[src/rtl/core/ansi_sgr_color_parser_core_defines.svh]
// Assertion macros shared by the ANSI SGR color parser RTL.
// Each macro expects signals named clk and rst_n in the using module.
`ifndef ANSI_SGR_COLOR_PARSER_CORE_DEFINES_SVH
`define ANSI_SGR_COLOR_PARSER_CORE_DEFINES_SVH

// Same-cycle implication, disabled while reset is asserted.
`define ASCP_ASSERT_NOW(label, ante, cons, msg) \
    label: assert property (@(posedge clk) disable iff (!rst_n) (ante) |-> (cons)) \
        else $error(msg);

// Next-cycle implication, disabled while reset is asserted.
`define ASCP_ASSERT_NEXT(label, ante, cons, msg) \
    label: assert property (@(posedge clk) disable iff (!rst_n) (ante) |=> (cons)) \
        else $error(msg);

`endif

[src/rtl/core/ascp_pkg.sv]
// Package for the ANSI SGR color parser: character codes, color constants,
// the job descriptor type and the SGR code application function. No dependencies.
`timescale 1ns / 1ps
`default_nettype none

package ascp_pkg;

    localparam logic [7:0] ESC_CHAR  = 8'h1B;
    localparam logic [7:0] LBRACKET  = 8'h5B;
    localparam logic [7:0] SEMICOLON = 8'h3B;
    localparam logic [7:0] CHAR_M    = 8'h6D;
    localparam logic [7:0] CHAR_0    = 8'h30;
    localparam logic [7:0] CHAR_9    = 8'h39;

    localparam logic [15:0] GRAY      = 16'h0700;
    localparam logic [15:0] BRIGHT_FG = 16'h0800;
    localparam logic [15:0] SWAP_MASK = 16'hFF00;
    localparam logic [15:0] KEEP_BG   = 16'hF000;
    localparam logic [15:0] KEEP_FG   = 16'h0F00;
    localparam logic [15:0] BRIGHT_BG = 16'h8000;

    localparam logic [7:0] ACCUM_MAX = 8'd255;

    // Held byte count carried in a job; covers the largest buffer length (32).
    localparam int HELD_W = 5;

    // Console color index to attribute nibble.
    localparam logic [2:0] CMAP [8] = '{3'd0, 3'd4, 3'd2, 3'd6, 3'd1, 3'd5, 3'd3, 3'd7};

    // SGR code values
    localparam logic [7:0] SGR_RESET  = 8'd0;
    localparam logic [7:0] SGR_BRIGHT = 8'd1;
    localparam logic [7:0] SGR_DIM    = 8'd2;
    localparam logic [7:0] SGR_SWAP   = 8'd7;
    localparam logic [7:0] SGR_FG     = 8'd30;
    localparam logic [7:0] SGR_BG     = 8'd40;
    localparam logic [7:0] SGR_FG_HI  = 8'd90;
    localparam logic [7:0] SGR_BG_HI  = 8'd100;
    localparam logic [7:0] SGR_SPAN   = 8'd7;

    // One unit of work for the emitter: held bytes, then the tail character.
    typedef struct packed {
        logic [HELD_W-1:0] held;
        logic [7:0]        tail;
        logic [15:0]       color;
    } job_meta_t;

    function automatic logic [15:0] apply_code(input logic [15:0] col,
                                               input logic [7:0]  code);
        logic [15:0] r;
        logic [7:0]  off_fg;
        logic [7:0]  off_bg;
        logic [7:0]  off_fh;
        logic [7:0]  off_bh;
        r      = col;
        off_fg = code - SGR_FG;
        off_bg = code - SGR_BG;
        off_fh = code - SGR_FG_HI;
        off_bh = code - SGR_BG_HI;
        if (code == SGR_RESET) begin
            r = GRAY;
        end else if (code == SGR_BRIGHT) begin
            r = col | BRIGHT_FG;
        end else if (code == SGR_DIM) begin
            r = col & ~BRIGHT_FG;
        end else if (code == SGR_SWAP) begin
            r = {col[11:8], col[15:12] | col[7:4], 8'h00} & SWAP_MASK;
        end else if (code >= SGR_FG && code <= SGR_FG + SGR_SPAN) begin
            r = (col & KEEP_BG) | {5'd0, CMAP[off_fg[2:0]], 8'h00};
        end else if (code >= SGR_BG && code <= SGR_BG + SGR_SPAN) begin
            r = (col & KEEP_FG) | {1'b0, CMAP[off_bg[2:0]], 12'h000};
        end else if (code >= SGR_FG_HI && code <= SGR_FG_HI + SGR_SPAN) begin
            r = (col & KEEP_BG) | {5'd0, CMAP[off_fh[2:0]], 8'h00} | BRIGHT_FG;
        end else if (code >= SGR_BG_HI && code <= SGR_BG_HI + SGR_SPAN) begin
            r = (col & KEEP_FG) | {1'b0, CMAP[off_bh[2:0]], 12'h000} | BRIGHT_BG;
        end
        return r;
    endfunction

    // Fold one decimal digit into the code, saturating at 255.
    function automatic logic [7:0] accum_digit(input logic [7:0] acc,
                                               input logic [7:0] ch);
        logic [11:0] sum;
        sum = ({4'd0, acc} * 12'd10) + {4'd0, ch - CHAR_0};
        return (sum > {4'd0, ACCUM_MAX}) ? ACCUM_MAX : sum[7:0];
    endfunction

endpackage

`default_nettype wire

[src/rtl/core/ascp_front.sv]
// Front end of the ANSI SGR color parser: classifies each request, tracks the
// escape sequence state and colors, and issues emit jobs. Depends on ascp_pkg.
`timescale 1ns / 1ps
`default_nettype none

module ascp_front #(
    parameter int BUF_LEN = 8
) (
    input  wire logic                     clk,
    input  wire logic                     rst_n,
    input  wire logic                     push,
    input  wire logic                     job_full,
    input  wire logic                     cmd,
    input  wire logic [7:0]               char_byte,
    input  wire logic [15:0]              color_value,
    output logic                          job_push,
    output ascp_pkg::job_meta_t           job_meta,
    output logic [BUF_LEN*8-1:0]          job_bytes
);

    localparam int CNT_W = $clog2(BUF_LEN + 1);
    localparam int IDX_W = $clog2(BUF_LEN);
    localparam int HW    = ascp_pkg::HELD_W;

    typedef enum logic [2:0] {
        K_COLOR,
        K_PLAIN,
        K_START,
        K_OPEN,
        K_DIGIT,
        K_SEP,
        K_CLOSE,
        K_FLUSH
    } kind_t;

    logic [CNT_W-1:0] held_count_reg, held_count_next;
    logic [7:0]       accum_reg, accum_next;
    logic [15:0]      pending_reg, pending_next;
    logic [15:0]      current_reg, current_next;
    logic [7:0]       held_reg [BUF_LEN];

    logic             accept;
    kind_t            kind;
    logic [CNT_W-1:0] len;
    logic             is_digit;
    logic             body_ok;

    assign accept   = push && !job_full;
    assign len      = held_count_reg + CNT_W'(1);
    assign is_digit = (char_byte >= ascp_pkg::CHAR_0) && (char_byte <= ascp_pkg::CHAR_9);
    assign body_ok  = (len > CNT_W'(2)) && (len < CNT_W'(BUF_LEN));

    always_comb
    begin
        if (cmd) begin
            kind = K_COLOR;
        end else if (held_count_reg == '0 || held_count_reg >= CNT_W'(BUF_LEN)) begin
            kind = (char_byte == ascp_pkg::ESC_CHAR) ? K_START : K_PLAIN;
        end else if (len == CNT_W'(2) && char_byte == ascp_pkg::LBRACKET) begin
            kind = K_OPEN;
        end else if (body_ok && is_digit) begin
            kind = K_DIGIT;
        end else if (body_ok && char_byte == ascp_pkg::SEMICOLON) begin
            kind = K_SEP;
        end else if (char_byte == ascp_pkg::CHAR_M) begin
            kind = K_CLOSE;
        end else begin
            kind = K_FLUSH;
        end
    end

    always_comb
    begin
        held_count_next = held_count_reg;
        accum_next      = accum_reg;
        pending_next    = pending_reg;
        current_next    = current_reg;
        if (accept) begin
            unique case (kind)
                K_COLOR: current_next = color_value;
                K_PLAIN:
                begin
                    held_count_next = '0;
                    accum_next      = '0;
                end
                K_START:
                begin
                    held_count_next = CNT_W'(1);
                    accum_next      = '0;
                end
                K_OPEN:
                begin
                    pending_next    = ascp_pkg::GRAY;
                    accum_next      = '0;
                    held_count_next = len;
                end
                K_DIGIT:
                begin
                    accum_next      = ascp_pkg::accum_digit(accum_reg, char_byte);
                    held_count_next = len;
                end
                K_SEP:
                begin
                    pending_next    = ascp_pkg::apply_code(pending_reg, accum_reg);
                    accum_next      = '0;
                    held_count_next = len;
                end
                K_CLOSE:
                begin
                    // "ESC m" alone falls back to gray
                    current_next    = (len == CNT_W'(2)) ? ascp_pkg::GRAY
                                    : ascp_pkg::apply_code(pending_reg, accum_reg);
                    held_count_next = '0;
                    accum_next      = '0;
                end
                K_FLUSH:
                begin
                    held_count_next = '0;
                    accum_next      = '0;
                end
                default:
                begin
                    held_count_next = held_count_reg;
                end
            endcase
        end
    end

    always_ff @(posedge clk or negedge rst_n)
    begin
        if (!rst_n) begin
            held_count_reg <= '0;
            accum_reg      <= '0;
            pending_reg    <= ascp_pkg::GRAY;
            current_reg    <= ascp_pkg::GRAY;
        end else begin
            held_count_reg <= held_count_next;
            accum_reg      <= accum_next;
            pending_reg    <= pending_next;
            current_reg    <= current_next;
        end
    end

    // Hold sequence bytes; only entries below the count are ever read.
    always_ff @(posedge clk)
    begin
        if (accept) begin
            if (kind == K_START) begin
                held_reg[0] <= char_byte;
            end else if (kind == K_OPEN || kind == K_DIGIT || kind == K_SEP) begin
                held_reg[held_count_reg[IDX_W-1:0]] <= char_byte;
            end
        end
    end

    always_comb
    begin
        for (int i = 0; i < BUF_LEN; i++) begin
            job_bytes[i*8 +: 8] = held_reg[i];
        end
    end

    assign job_push       = accept && (kind == K_PLAIN || kind == K_FLUSH);
    assign job_meta.held  = (kind == K_FLUSH) ? HW'(held_count_reg) : '0;
    assign job_meta.tail  = char_byte;
    assign job_meta.color = current_reg;

endmodule

`default_nettype wire

[src/rtl/core/ascp_job_fifo.sv]
// Two-entry job queue between the parser front end and the emitter.
// Depends on ascp_pkg for the job descriptor type.
`timescale 1ns / 1ps
`default_nettype none
`include "ansi_sgr_color_parser_core_defines.svh"

module ascp_job_fifo #(
    parameter int BYTES_W = 64
) (
    input  wire logic                clk,
    input  wire logic                rst_n,
    input  wire logic                wr_en,
    input  ascp_pkg::job_meta_t      wr_meta,
    input  wire logic [BYTES_W-1:0]  wr_bytes,
    output logic                     full,
    input  wire logic                rd_en,
    output logic                     rd_valid,
    output ascp_pkg::job_meta_t      rd_meta,
    output logic [BYTES_W-1:0]       rd_bytes
);

    localparam int DEPTH = 2;
    localparam int PTR_W = $clog2(DEPTH);
    localparam int CNT_W = $clog2(DEPTH + 1);

    ascp_pkg::job_meta_t meta_mem [DEPTH];
    logic [BYTES_W-1:0]  bytes_mem [DEPTH];
    logic [PTR_W-1:0]    wr_ptr_reg, wr_ptr_next;
    logic [PTR_W-1:0]    rd_ptr_reg, rd_ptr_next;
    logic [CNT_W-1:0]    count_reg, count_next;

    assign full     = (count_reg == CNT_W'(DEPTH));
    assign rd_valid = (count_reg != '0);
    assign rd_meta  = meta_mem[rd_ptr_reg];
    assign rd_bytes = bytes_mem[rd_ptr_reg];

    always_comb
    begin
        wr_ptr_next = wr_en ? wr_ptr_reg + PTR_W'(1) : wr_ptr_reg;
        rd_ptr_next = rd_en ? rd_ptr_reg + PTR_W'(1) : rd_ptr_reg;
        count_next  = count_reg;
        if (wr_en && !rd_en) begin
            count_next = count_reg + CNT_W'(1);
        end else if (rd_en && !wr_en) begin
            count_next = count_reg - CNT_W'(1);
        end
    end

    always_ff @(posedge clk or negedge rst_n)
    begin
        if (!rst_n) begin
            wr_ptr_reg <= '0;
            rd_ptr_reg <= '0;
            count_reg  <= '0;
        end else begin
            wr_ptr_reg <= wr_ptr_next;
            rd_ptr_reg <= rd_ptr_next;
            count_reg  <= count_next;
        end
    end

    always_ff @(posedge clk)
    begin
        if (wr_en) begin
            meta_mem[wr_ptr_reg]  <= wr_meta;
            bytes_mem[wr_ptr_reg] <= wr_bytes;
        end
    end

    `ASCP_ASSERT_NOW(a_no_pop_empty, rd_en, count_reg != '0, "job pop while queue empty")
    `ASCP_ASSERT_NOW(a_no_push_full, wr_en, count_reg != CNT_W'(DEPTH), "job push while full")
    `ASCP_ASSERT_NOW(a_count_bound, 1'b1, count_reg <= CNT_W'(DEPTH), "job count overflow")

endmodule

`default_nettype wire

[src/rtl/core/ascp_back.sv]
// ANSI SGR color parser emitter: walks each job's held bytes and tail char
// into the result register, one per cycle unless pop stalls. Needs ascp_pkg.
`timescale 1ns / 1ps
`default_nettype none
`include "ansi_sgr_color_parser_core_defines.svh"

module ascp_back #(
    parameter int BUF_LEN = 8
) (
    input  wire logic                 clk,
    input  wire logic                 rst_n,
    input  wire logic                 rd_valid,
    input  ascp_pkg::job_meta_t       rd_meta,
    input  wire logic [BUF_LEN*8-1:0] rd_bytes,
    output logic                      rd_en,
    input  wire logic                 pop,
    output logic                      empty,
    output logic [7:0]                char_code,
    output logic [15:0]               color_attr,
    output logic [15:0]               cell_word,
    output logic                      last
);

    localparam int IDX_W = $clog2(BUF_LEN);
    localparam int HW    = ascp_pkg::HELD_W;

    logic [HW-1:0] idx_reg, idx_next;
    logic          out_valid_reg, out_valid_next;
    logic [7:0]    char_reg;
    logic [15:0]   color_reg;
    logic [15:0]   cell_reg;
    logic          last_reg;

    logic [7:0]    byte_arr [BUF_LEN];
    logic          advance;
    logic          at_tail;
    logic [7:0]    sel_char;

    always_comb
    begin
        for (int i = 0; i < BUF_LEN; i++) begin
            byte_arr[i] = rd_bytes[i*8 +: 8];
        end
    end

    // Advance when a job is waiting and the result slot is free or draining.
    assign advance  = rd_valid && (!out_valid_reg || pop);
    assign at_tail  = (idx_reg == rd_meta.held);
    assign sel_char = at_tail ? rd_meta.tail : byte_arr[idx_reg[IDX_W-1:0]];
    assign rd_en    = advance && at_tail;

    always_comb
    begin
        idx_next       = idx_reg;
        out_valid_next = out_valid_reg;
        if (advance) begin
            idx_next       = at_tail ? '0 : idx_reg + HW'(1);
            out_valid_next = 1'b1;
        end else if (pop) begin
            out_valid_next = 1'b0;
        end
    end

    always_ff @(posedge clk or negedge rst_n)
    begin
        if (!rst_n) begin
            idx_reg       <= '0;
            out_valid_reg <= 1'b0;
        end else begin
            idx_reg       <= idx_next;
            out_valid_reg <= out_valid_next;
        end
    end

    always_ff @(posedge clk)
    begin
        if (advance) begin
            char_reg  <= sel_char;
            color_reg <= rd_meta.color;
            cell_reg  <= {rd_meta.color[15:8], rd_meta.color[7:0] | sel_char};
            last_reg  <= at_tail;
        end
    end

    assign empty      = !out_valid_reg;
    assign char_code  = char_reg;
    assign color_attr = color_reg;
    assign cell_word  = cell_reg;
    assign last       = last_reg;

    `ASCP_ASSERT_NOW(a_idx_bound, rd_valid, idx_reg <= rd_meta.held, "index past held bytes")
    `ASCP_ASSERT_NEXT(a_idx_rewind, rd_en, idx_reg == '0, "index not rewound after job")
    `ASCP_ASSERT_NOW(a_cell_ok, out_valid_reg, cell_reg == ({8'h00, char_reg} | color_reg),
        "cell word mismatch")

endmodule

`default_nettype wire

[src/rtl/core/ansi_sgr_color_parser_core.sv]
// Top level of the ANSI SGR color parser: front end, job queue and emitter.
// Depends on ascp_pkg, ascp_front, ascp_job_fifo and ascp_back.
//
//   Channel   Handshake          Payload
//   --------  -----------------  -----------------------------------------------
//   input     push / full        cmd, char_byte, color_value
//   result    pop / empty        char_code, color_attr, cell_word, last
//
// Requests are taken one per cycle, back to back, while full is low; a plain
// character is registered in the job queue, then in the result register.
// A flush of n held bytes yields n+1 emitter results, one per cycle without stalls.
// Reset clears the sequence state to idle and both colors to gray.
// A stalled pop holds the result register, then the job queue; the front end
// keeps taking requests until both queue slots are occupied and full rises.
`timescale 1ns / 1ps
`default_nettype none

module ansi_sgr_color_parser_core #(
    parameter int BUF_LEN = 8
) (
    input  wire logic        clk,
    input  wire logic        rst_n,
    input  wire logic        push,
    output logic             full,
    input  wire logic        cmd,
    input  wire logic [7:0]  char_byte,
    input  wire logic [15:0] color_value,
    output logic             empty,
    input  wire logic        pop,
    output logic [7:0]       char_code,
    output logic [15:0]      color_attr,
    output logic [15:0]      cell_word,
    output logic             last
);

    // job from front end into the queue
    logic                 job_push;
    ascp_pkg::job_meta_t  job_meta;
    logic [BUF_LEN*8-1:0] job_bytes;
    logic                 job_full;

    // head of the queue toward the emitter
    logic                 rd_valid;
    logic                 rd_en;
    ascp_pkg::job_meta_t  rd_meta;
    logic [BUF_LEN*8-1:0] rd_bytes;

    assign full = job_full;

    // Classify each request and update sequence state; issue emit jobs.
    ascp_front #(
        .BUF_LEN (BUF_LEN)
    ) u_front (
        .clk         (clk),
        .rst_n       (rst_n),
        .push        (push),
        .job_full    (job_full),
        .cmd         (cmd),
        .char_byte   (char_byte),
        .color_value (color_value),
        .job_push    (job_push),
        .job_meta    (job_meta),
        .job_bytes   (job_bytes)
    );

    // Decouple the front end from the emitter.
    ascp_job_fifo #(
        .BYTES_W (BUF_LEN * 8)
    ) u_job_fifo (
        .clk      (clk),
        .rst_n    (rst_n),
        .wr_en    (job_push),
        .wr_meta  (job_meta),
        .wr_bytes (job_bytes),
        .full     (job_full),
        .rd_en    (rd_en),
        .rd_valid (rd_valid),
        .rd_meta  (rd_meta),
        .rd_bytes (rd_bytes)
    );

    // Drain each job into results, oldest byte first.
    ascp_back #(
        .BUF_LEN (BUF_LEN)
    ) u_back (
        .clk        (clk),
        .rst_n      (rst_n),
        .rd_valid   (rd_valid),
        .rd_meta    (rd_meta),
        .rd_bytes   (rd_bytes),
        .rd_en      (rd_en),
        .pop        (pop),
        .empty      (empty),
        .char_code  (char_code),
        .color_attr (color_attr),
        .cell_word  (cell_word),
        .last       (last)
    );

endmodule

`default_nettype wire

[config.mk]
export PLATFORM = sky130hd
export DESIGN_NAME = ansi_sgr_color_parser_core
export DESIGN_NICKNAME = d
export VERILOG_FILES = /design/src/rtl/core/ascp_pkg.sv /design/src/rtl/core/ascp_front.sv /design/src/rtl/core/ascp_job_fifo.sv /design/src/rtl/core/ascp_back.sv /design/src/rtl/core/ansi_sgr_color_parser_core.sv
export VERILOG_INCLUDE_DIRS = /design/src /design/src/rtl/core
export SDC_FILE = /design/constraint.sdc
export NUM_CORES = 1
export LEC_CHECK = 0
export BUFFER_PORTS_ARGS = -buffer_cell sky130_fd_sc_hd__buf_4
export CAP_MARGIN = 5
export CORE_MARGIN = 3
export CORE_UTILIZATION = 34
export DETAILED_ROUTE_END_ITERATION = 8
export HOLD_SLACK_MARGIN = 0.15
export SYNTH_ARGS = -nofsm -noshare
export SYNTH_HDL_FRONTEND = slang
export SYNTH_SLANG_ARGS = --single-unit
[constraint.sdc]
create_clock -name clk -period 7.6 [get_ports clk]
set_clock_uncertainty 0.1 [all_clocks]
set_input_delay 0 -clock clk [delete_from_list [all_inputs] [get_ports clk]]
set_output_delay 0 -clock clk [all_outputs]
set_load 0.03 [all_outputs]
==> impl_metrics.py, run 1 <==
metrics = {
    "run_status": {
        "status": "complete, no violations",
    },
    "power": {
        "power_w": 0.00557,
        "power_density_nw_per_um2": 333,
        "leakagePower_nw": 5.98,
        "peakVddDrop_uv": 165,
    },
    "global_route": {
        "grt_pass1_wl_um": 45800,
        "gr-usage-met3_pct": 1.98,
        "grtUsageMet1_pct": 18.3,
        "grt.total_usage_pct": 13.4,
        "grt_most_used_layer": "met2",
        "antenna_found_initial": 1,
        "grtUsageMet2_pct": 22.2,
        "grt_start_max_net_pins": 75,
        "grt-ovfl-total": 0,
        "grt_pass1_vias": 8013,
    },
    "sta": {
        "finalCritPeriodShare_pct": 57.8,
        "fin_crit_ps": 4390,
        "relSlewSlack_pct": 18.7,
        "rsz0062_at_grt": "no",
        "hold_violations": 0,
        "max_slew.worst_pin.slew_ps": 1220,
        "fmax_ghz": 0.228,
        "drv_slew": 0,
        "final.setup.worst_slack_ps": 3210,
        "finalSetupViolCount": 0,
        "tns_ps": 0,
    },
    "route": {
        "vias_per_cell": 4.94,
        "drt_pre_antenna_iters": 5,
        "antenna_left": 0,
        "vias": 7639,
        "wl_um": 28700,
        "drc_errors": 0,
        "drtIter0Drc": 573,
        "wl_per_cell_um": 18.6,
    },
    "critical_path": {
        "cp.arrival_ps": 4410,
        "cp-start-kind": "register",
        "endpoint_kind": "register",
        "critPathRequiredTime_ps": 7610,
        "r2r_slack_ps": 3210,
        "crit_type": "reg2reg",
        "path_max_fanout": 74,
    },
    "die": {
        "initial_core_util_pct": 34.6,
        "die_h_um": 208,
        "coreArea_um2": 39900,
        "pin_count": 72,
        "std_cell_rows": 73,
        "die_x_um": 208,
        "die_area_um2": 43100,
    },
    "finish": {
        "fin_nets": 1052,
        "multi_input_area_um2": 3810,
        "fin_area_um2": 16700,
        "areaGrowthSynthToFinish_pct": 20.8,
        "fillers": 3536,
        "largest_reg_flops": 128,
        "drive_above_1_share_pct": 22.0,
        "layout_common_cells": "edfxtp_1 (281), buf_4 (79), dlygate4sd3_1 (57), nand2_1 (53), dfrtp_1 (47)",
        "seqCellArea_um2": 9800,
        "final_common_cell": "edfxtp_1",
    },
    "cts": {
        "cts_setup_buffers": 0,
        "cts_tree": "done",
        "cts_resized": 0,
        "htreeDepth": 2,
        "clock-sinks": 335,
        "clock-root-buffer": "clkbuf_16",
        "cts_made_buffers": 35,
        "clk_latency_ps": 510,
        "clock_path_buffers": 3,
        "path_clk_slew_ps": 60,
    },
    "placed_design": {
        "gp_congestion": 0.818,
        "dp_slack_ps": 3200,
        "place_area_um2": 14900,
        "io_buffers": 71,
        "hpwlAfterDp_um": 18000,
    },
    "hold_path": {
        "min_path_type": "in2reg",
    },
    "yosys": {
        "synthArstFlopShare_pct": 16.1,
        "synth_area_leader_cell": "edfxtp_1",
        "yosys.cell_types.count": 71,
        "synth-seq-cells": 335,
        "synth_warnings": 0,
        "synth_ff_type": "edfxtp_1",
        "avgSynthCellArea_um2": 16.3,
        "netlist_area_um2": 13800,
        "yosysSeqAreaShare_pct": 70.9,
        "synth.area.top_cells": "edfxtp_1 (61%), dfrtp_1 (8.7%), mux4_2 (6.5%)",
        "synth_edf_count": 281,
        "yosys.area.top_type_share_pct": 61.0,
        "syn_inst": 847,
    },
    "job": {
        "drv_cap": 0,
    },
}
area by class of cell:
type	count	share of cell area [%]
antenna	1	0.0150
clock buffer	44	5.83
clock inverter	20	1.12
inverter	20	0.449
multi-input combinational	463	22.8
sequential	335	58.7
tap	525	3.93
timing repair buffer	138	7.17
routing by layer:
layer | up-vias | part of all wire, %
li1 | 3566 | -
met1 | 3843 | 44
met2 | 191 | 50
met3 | 39 | 4.4
met4 | 0 | 2.2
met5 | - | 0
cell usage after synthesis (6+ instances only):
cell / n
nor3b_1: 6
dfstp_2: 6
mux4_2: 40
nand2b_1: 10
a21o_1: 8
ha_1: 28
nor3_1: 8
xor2_1: 10
nand2_1: 53
buf_4: 8
edfxtp_1: 281
dfrtp_1: 48
inv_1: 20
xnor2_1: 11
mux2i_1: 13
or2_1: 8
clkbuf_1: 17
nand3_1: 14
mux2_2: 19
and2_1: 13
o22ai_1: 6
a31oi_1: 17
buf_2: 7
a21oi_1: 28
nor2_1: 45
o21ai_0: 35
worst max-delay path, cell delays in order (launching register included):
cell       delay, ps
dfrtp_1          550
inv_1            140
ha_1             370
nand4bb_1        110
o22ai_1          200
nand3_1          250
and2_1           220
nand2_1          130
a211oi_2         390
nor2b_4          590
buf_4            860
what timing repair did:
item,in CTS,in global routing
endpoints found under the setup margin,0,0
hold buffers,58,0
endpoints found under the hold margin,180,0
where the power goes:
part	switching [W]	total (W)	internal, W
Sequential	0.000160	0.00253	0.00237
Clock	0.000691	0.00168	0.000990
Combinational	0.000763	0.00135	0.000589
Total	0.00161	0.00557	0.00395
cell families (layout without fill, tap and decap cells):
kind of cell / Yosys count / count (layout) / share of synthesized area [%]
xor gates and xnor gates: 21 / 21 / 1.33
AOI/OAI and AO/OA: 129 / 129 / 6.08
DFF: 335 / 335 / 70.9
muxes: 73 / 73 / 9.09
and+or+nand+nor: 199 / 199 / 7.76
other: 1 / 11 / 0.0271
adders and majority gates: 31 / 31 / 2.90
buffers and inverters: 58 / 222 / 1.96
stage by stage:
| stage | std cells | utilization [%] | hold slack, ps |
|---|---|---|---|
| after floorplan | 856 | - | -396 |
| after global placement | 1422 | 37.4 | 11.1 |
| after detailed placement | 1422 | 37.4 | 17.3 |
| after CTS | 1544 | 41.8 | 212 |
| after global routing | 1546 | 41.9 | 247 |
| final | 1546 | 41.9 | 223 |
worst paths after layout:
path                                                        from                               endpoint  cells after the start
max reg2reg                u_front.held_count_reg[0]$_DFFE_PN0P_  u_job_fifo.bytes_mem[0][46]$_DFFE_PP_                     10
max                        u_front.held_count_reg[0]$_DFFE_PN0P_  u_job_fifo.bytes_mem[0][46]$_DFFE_PP_                     10
min reg2reg                     u_front.held_reg[3][4]$_DFFE_PP_  u_job_fifo.bytes_mem[0][28]$_DFFE_PP_                      0
min                                                          pop       u_back.out_valid_reg$_DFFE_PN0P_                      4
min in group asynchronous                                  rst_n     u_front.current_reg[8]$_DFFE_PN1P_                      3
max in group asynchronous                                  rst_n      u_job_fifo.rd_ptr_reg$_DFFE_PN0P_                      4
(Power assumes the default switching activity.)
==> inputs of run 2 (changes only) <==
Clock period 7.6 ns to 4.05 ns, I/O delays scaled along.
==> run 2 against run 1 <==
Against the previous run: non-clock buffer count grew 27; highest routed layer unchanged; count of clock-buffer cells in the layout grew 2; largest power group unchanged; maximum frequency grew 15%; setup slack lost 3000 ps; global-route usage grew 0.073 points; register-to-register slack lost 3000 ps.
==> impl_metrics.py, run 2 (synthesized netlist as in run 1, its figures left out) <==
metrics = {
    "critical_path": {
        "critPathBufInv": 3,
        "crit_type": "reg2reg",
        "critPathRequiredTime_ps": 4330,
        "cpLargestDelayFamily": "buffers and inverters",
        "endpoint_kind": "register",
        "cp-start-kind": "register",
        "cp_slowest_cell": "or4_4",
        "slowest_delay_ps": 610,
        "path_max_fanout": 14,
        "cp_cell_sequence": "inv_1 > ha_1 > nand2b_1 > a21oi_1 > o211ai_2 > nand2_4 > or4_4 > a22oi_1 > dlygate4sd3_1 > a21oi_1 > dlygate4sd3_1",
        "cp.arrival_ps": 4100,
    },
    "global_route": {
        "grt_pass1_vias": 7991,
        "grt-ovfl-total": 0,
        "antenna_found_initial": 0,
        "grt.total_usage_pct": 13.4,
        "grt_start_max_net_pins": 70,
        "grt_pass1_wl_um": 45800,
    },
    "sta": {
        "drv_slew": 0,
        "hold_ws_ps": 264,
        "fmax_ghz": 0.261,
        "hold_violations": 0,
        "fin_crit_ps": 3830,
        "finalCritPeriodShare_pct": 94.5,
        "final.setup.worst_slack_ps": 222,
        "finalSetupViolCount": 0,
        "rsz0062_at_grt": "yes",
        "relSlewSlack_pct": 48.4,
        "max_slew.worst_pin.slew_ps": 766,
    },
    "cts": {
        "htreeDepth": 2,
        "cts_tree": "done",
        "clock-root-buffer": "clkbuf_16",
        "clock_path_buffers": 3,
        "clk_latency_ps": 500,
        "clock-sinks": 335,
        "path_clk_slew_ps": 60,
        "cts_made_buffers": 34,
    },
    "finish": {
        "drive_above_1_share_pct": 22.9,
        "diodes": 0,
        "stdcell_count": 1567,
        "largest_reg_flops": 128,
        "fin_util_pct": 42.3,
        "final_common_cell": "edfxtp_1",
        "fin_nets": 1078,
        "areaGrowthSynthToFinish_pct": 22.1,
        "fillers": 3515,
        "layout_common_cells": "edfxtp_1 (281), buf_4 (97), dlygate4sd3_1 (61), nand2_1 (53), dfrtp_1 (46)",
    },
    "placed_design": {
        "hpwlAfterDp_um": 18700,
        "dp_slack_ps": 611,
        "io_buffers": 71,
        "dp.cells": 1440,
        "gp_congestion": 0.825,
    },
    "die": {
        "initial_core_util_pct": 34.6,
        "die_h_um": 208,
        "pin_count": 72,
        "die_area_um2": 43100,
        "std_cell_rows": 73,
        "die_x_um": 208,
        "coreArea_um2": 39900,
    },
    "run_status": {
        "status": "complete, no violations",
    },
    "power": {
        "leakagePower_nw": 6.07,
        "peakVddDrop_uv": 312,
        "power_w": 0.0104,
        "power_density_nw_per_um2": 614,
    },
    "route": {
        "drt_pre_antenna_iters": 5,
        "drc_errors": 0,
        "wl_per_cell_um": 18.6,
        "wl_um": 29200,
        "vias": 7732,
        "antenna_left": 0,
        "vias_per_cell": 4.93,
        "drtIter0Drc": 486,
    },
    "job": {
        "drv_cap": 0,
    },
    "hold_path": {
        "min_path_type": "in2reg",
    },
}
run 2: worst reg2reg max path, cell delays in order (launching register included):
cell and delay (ps):
dfrtp_2 470, inv_1 110, ha_1 350, nand2b_1 90
a21oi_1 90, o211ai_2 330, nand2_4 110, or4_4 610
a22oi_1 240, dlygate4sd3_1 590, a21oi_1 70, dlygate4sd3_1 550
run 2: final timing paths:
| kind | startpoint | to | slack [ps] | cells past startpoint |
|---|---|---|---|---|
| worst max-delay path | u_front.held_count_reg[0]$_DFFE_PN0P_ | u_front.current_reg[11]$_DFFE_PN0P_ | 220 | 11 |
| worst min-delay path | char_byte[7] | u_front.held_reg[4][7]$_DFFE_PP_ | 260 | 2 |
| worst max register to register | u_front.held_count_reg[0]$_DFFE_PN0P_ | u_front.current_reg[11]$_DFFE_PN0P_ | 220 | 11 |
| worst min register to register | u_front.held_reg[2][0]$_DFFE_PP_ | u_job_fifo.bytes_mem[0][16]$_DFFE_PP_ | 330 | 0 |
| max in group asynchronous | rst_n | u_front.held_count_reg[0]$_DFFE_PN0P_ | 3000 | 4 |
| min in group asynchronous | rst_n | u_front.pending_reg[10]$_DFFE_PN1P_ | 560 | 3 |
run 2: layout make-up:
type / instances / area [µm²] / share of cell area, %
sequential: 335 / 9800 / 58.0
timing repair buffer: 165 / 1490 / 8.80
clock inverter: 13 / 118 / 0.696
tap: 525 / 657 / 3.89
inverter: 20 / 75.1 / 0.445
clock buffer: 46 / 917 / 5.43
multi-input combinational: 463 / 3830 / 22.7
run 2: through the flow:
stage                     cell area (µm²)  TNS [ps]
after floorplan                     13900         0
after global placement              15100         0
after detailed placement            15100         0
after CTS                           16800         0
after global routing                16900     -7.85
final                               16900         0
run 2: per-layer routing:
metal	global-route usage (%)	routed length [µm]	vias up
met1	18.3	13000	3897
met4	4.05	772	0
met3	2.24	1210	50
met2	22.4	14200	171
met5	0	0	-
li1	-	-	3614
run 2: repair_timing:
item,in CTS,in global routing
hold buffers,62,0
resized for setup,0,4
endpoints found under the setup margin,0,10
hold endpoints to repair,179,0
buffers inserted,0,6
run 2: power breakdown:
part	leakage, nW	internal (W)	switching [W]	total (W)
clock network	0.497	0.00172	0.00122	0.00294
logic	2.35	0.00120	0.00145	0.00266
registers	3.23	0.00445	0.000321	0.00477
